<file path="src/rtl/core/qvt_pkg.sv">
// shared types, codes and constants of the action-value table
package qvt_pkg;

    localparam int TABLE_DEPTH_DEFAULT = 256;

    localparam logic [1:0] ACT_INSERT = 2'd0;
    localparam logic [1:0] ACT_LOOKUP = 2'd1;
    localparam logic [1:0] ACT_UPDATE = 2'd2;
    localparam logic [1:0] ACT_BEST   = 2'd3;

    localparam logic [1:0] ST_OK      = 2'd0;
    localparam logic [1:0] ST_MISS    = 2'd1;
    localparam logic [1:0] ST_FULL    = 2'd2;

    localparam logic signed [31:0] BEST_FLOOR = -32'sd65470464;

    typedef struct packed {
        logic signed [31:0] value;
        logic [7:0]         mv;
        logic [7:0]         y;
        logic [7:0]         x;
    } entry_t;

    localparam int ENTRY_W = $bits(entry_t);

    typedef struct packed {
        logic key_hit;
        logic cell_hit;
        logic greater;
    } cmp_t;

endpackage

</file>
<file path="src/rtl/core/qvt_cmp.sv">
// shared compare unit: key match, cell match and value ordering of one entry
module qvt_cmp (
    input  qvt_pkg::entry_t    entry,
    input  logic [7:0]         x,
    input  logic [7:0]         y,
    input  logic [7:0]         mv,
    input  logic signed [31:0] best,
    output qvt_pkg::cmp_t      res
);

    logic cell_eq;

    assign cell_eq      = (entry.x == x) && (entry.y == y);
    assign res.cell_hit = cell_eq;
    assign res.key_hit  = cell_eq && (entry.mv == mv);
    assign res.greater  = entry.value > best;

endmodule

</file>
<file path="config.mk">
export PLATFORM = sky130hd
export DESIGN_NAME = qvt_cmp
export DESIGN_NICKNAME = d
export VERILOG_FILES = /design/src/rtl/core/qvt_pkg.sv /design/src/rtl/core/qvt_cmp.sv
export SDC_FILE = /design/constraint.sdc
export NUM_CORES = 1
export LEC_CHECK = 0
export BUFFER_PORTS_ARGS = -buffer_cell sky130_fd_sc_hd__buf_2
export CAP_MARGIN = 20
export CORE_MARGIN = 3
export CORE_UTILIZATION = 40
export DETAILED_ROUTE_END_ITERATION = 7
export GPL_TIMING_DRIVEN = 0
export PLACE_DENSITY_LB_ADDON = 0.25
export SYNTH_ARGS = -nofsm -noshare
export SYNTH_HDL_FRONTEND = slang
export SYNTH_SLANG_ARGS = --single-unit
</file>
<file path="constraint.sdc">
create_clock -name vclk -period 3.3
set_clock_uncertainty 0.2 [all_clocks]
set_input_delay 0.33 -clock vclk [all_inputs]
set_output_delay 0.33 -clock vclk [all_outputs]
set_load 0.02 [all_outputs]
</file>
==> flow_summary.ini <==
[cells_and_area]
layout.sequential_cells = 0
count_of_nets_after_finishing = 407
number_of_antenna_cells_inserted = 0
finalInstanceArea_mm2 = 0.00169
synthToLayoutAreaGrowth_pct = 57.2
ff_latch_area_um2 = 0
drive_gt1_share_pct = 44.8
nClkBuffers = 0

[die]
placementRows = 18
floorplan.initialDensity_pct = 42.5
fp.dieH_um = 57.8
io_pins = 115
core_area_mm2 = 0.00252
die-width_um = 57.8
die-area_mm2 = 0.00334

[route]
routed_wirelength_um = 2810
post-route-drc-count = 0
postRouteAntennaNets = 0
routed-via-count = 1359
drt_pre_antenna_iters = 4
dr.first_iter.drc_count = 26
wl_per_cell_um = 9.64
detail_route.vias_per_cell = 4.67

[yosys]
synth_area_mm2 = 0.00107
yosys-top-cells-area = sky130_fd_sc_hd__ha_1 37%, sky130_fd_sc_hd__xnor2_1 13%, sky130_fd_sc_hd__inv_1 11%, sky130_fd_sc_hd__xor2_1 6.5%, sky130_fd_sc_hd__nand4_1 6.4%
yosys_warnings = 0
synth_fp_nets = 290
seq_area_frac_synth_pct = 0
synth_common_cells = 32 x sky130_fd_sc_hd__ha_1, 32 x sky130_fd_sc_hd__inv_1, 16 x sky130_fd_sc_hd__xnor2_1
top_cell_type_by_total_area_after_synthesis = sky130_fd_sc_hd__ha_1
yosys.cell_types.count = 23
netlist.area_leader.share_pct = 37.3
syn_avg_cell_area_um2 = 7.34
count_of_mapped_cells_out_of_synthesis = 146

[sta]
finalSetupTns_ns = 0
post-route-period-util_pct = 80.3
max-slew-margin-rel_pct = 74.5
rsz0062_at_grt = false
final_period_minus_worst_setup_slack_ns = 2.65
finalSetupViolCount = 0
report.final.slew_viol_count = 0
fmax_mhz = 377
worstMarginPinSlew_ns = 0.379
hold_violations = 0
worst_slack_ns = 0.651

[critical_path]
critical_path_class = in2out
path_max_fanout = 3
cp.arrival_ns = 2.12
critPathLaunchType = input pin
critical_path_required_ns = 2.77
worstSetupEndpointType = output port

[run]
drv.max_cap_violation_count = 0

[hold_path]
timing.hold.worst.class = in2out
cells_on_worst_hold_path = 4

[grt]
largest_net_degree_at_the_start_of_global_routing = 5
grt_antenna_before_repair = 0
first_global_vias = 1254
total_routing_resource_utilization_after_global_routing_pct = 15.6
global_route_total_overflow = 0
global_route_wire_length_before_repair_um = 4510

[outcome]
outcome = completed

[clocking]
postCtsSetupBuffers = 0
cts_hold_buffers = 0
post_cts.resized_instances = 0

[placement]
placedInstanceArea_mm2 = 0.00169
place.port_buffers = 115
detailed_place_hpwl_um = 2790
place_worst_setup_slack_ns = 0.641
gp_routability_congestion = 0.746

[power]
p_int_w = 0.000105
pwr-share-clk_pct = 0
seq_power_share_pct = 0
power.ir.vdd_worst_mv = 0.0689
power.combinational.fraction_pct = 100.0
sw_share_pct = 42.7
power_leakage_nw = 1.05
p_switching_w = 0.0000783
power-per-cell-area_mw_per_mm2 = 109
==> kinds of logic (layout without fill, tap and decap cells) <==
family	after synthesis	after routing	share of synthesized area [%]
compound gates	26	26	15.2
xor+xnor	24	24	19.6
fa+ha+maj	32	32	37.3
buf+inv	33	148	11.9
mux	1	1	0.934
simple gates	30	30	15.1
==> metal layers <==
metal | wire, um | GRT usage (%) | vias up
met5 | 0 | 0 | -
met4 | 46 | 2.65 | 0
met3 | 278 | 1.56 | 4
met2 | 1410 | 30.3 | 65
met1 | 1070 | 18.4 | 548
li1 | - | - | 742
==> worst paths after layout <==
path                  start     end  slack (ns)
setup / recovery   best[14]  res[0]        0.65
hold / removal    entry[55]  res[0]        0.94
==> final cells by class <==
type	instances	area (um^2)
Multi-Input combinational cell	113	945
Fill cell	238	837
Timing Repair Buffer	115	576
Inverter	32	120
Tap cell	30	37.5
Buffer	1	7.51
==> per-stage QoR <==
stage	std cells	hold WS [ns]	power [W]	utilization (%)
final	291	0.939	0.000183	66.8
after global placement	291	0.946	0.000181	66.8
after CTS	291	0.950	0.000186	66.8
after global routing	291	1.00	0.000212	66.8
after detailed placement	291	0.948	0.000185	66.8
after floorplan	146	0.741	0.0000969	-
==> power groups by stage <==
stage                     Combinational [W]  Clock [W]  Sequential, W
final                              0.000183          0              0
after global routing               0.000212          0              0
after CTS                          0.000186          0              0
after detailed placement           0.000185          0              0
after global placement             0.000181          0              0
after floorplan                   0.0000969          0              0
==> worst max-delay path, cell delays in order <==
cell and delay, ns:
sky130_fd_sc_hd__buf_2 0.08, sky130_fd_sc_hd__inv_1 0.03, sky130_fd_sc_hd__ha_1 0.31, sky130_fd_sc_hd__nand4_1 0.16
sky130_fd_sc_hd__nor4_1 0.38, sky130_fd_sc_hd__a21boi_1 0.21, sky130_fd_sc_hd__o31ai_1 0.10, sky130_fd_sc_hd__o2111ai_1 0.14
sky130_fd_sc_hd__mux2i_1 0.20, sky130_fd_sc_hd__buf_2 0.18
==> cells in the final DEF (no fill, tap or decap), drive strengths merged <==
master | synthesis | routed
nor2b | 1 | 1
nand4 | 11 | 11
nand3 | 3 | 3
a21o | 4 | 4
nor4 | 5 | 5
a221o | 1 | 1
a211oi | 1 | 1
nand2 | 6 | 6
nor2 | 3 | 3
inv | 32 | 32
and3 | 1 | 1
o2111ai | 1 | 1
ha | 32 | 32
xor2 | 8 | 8
a21oi | 12 | 12
o21ai | 4 | 4
o211ai | 1 | 1
buf | 1 | 116
xnor2 | 16 | 16
mux2i | 1 | 1
o31ai | 1 | 1
a21boi | 1 | 1
Power figures use the tool's default switching activity.
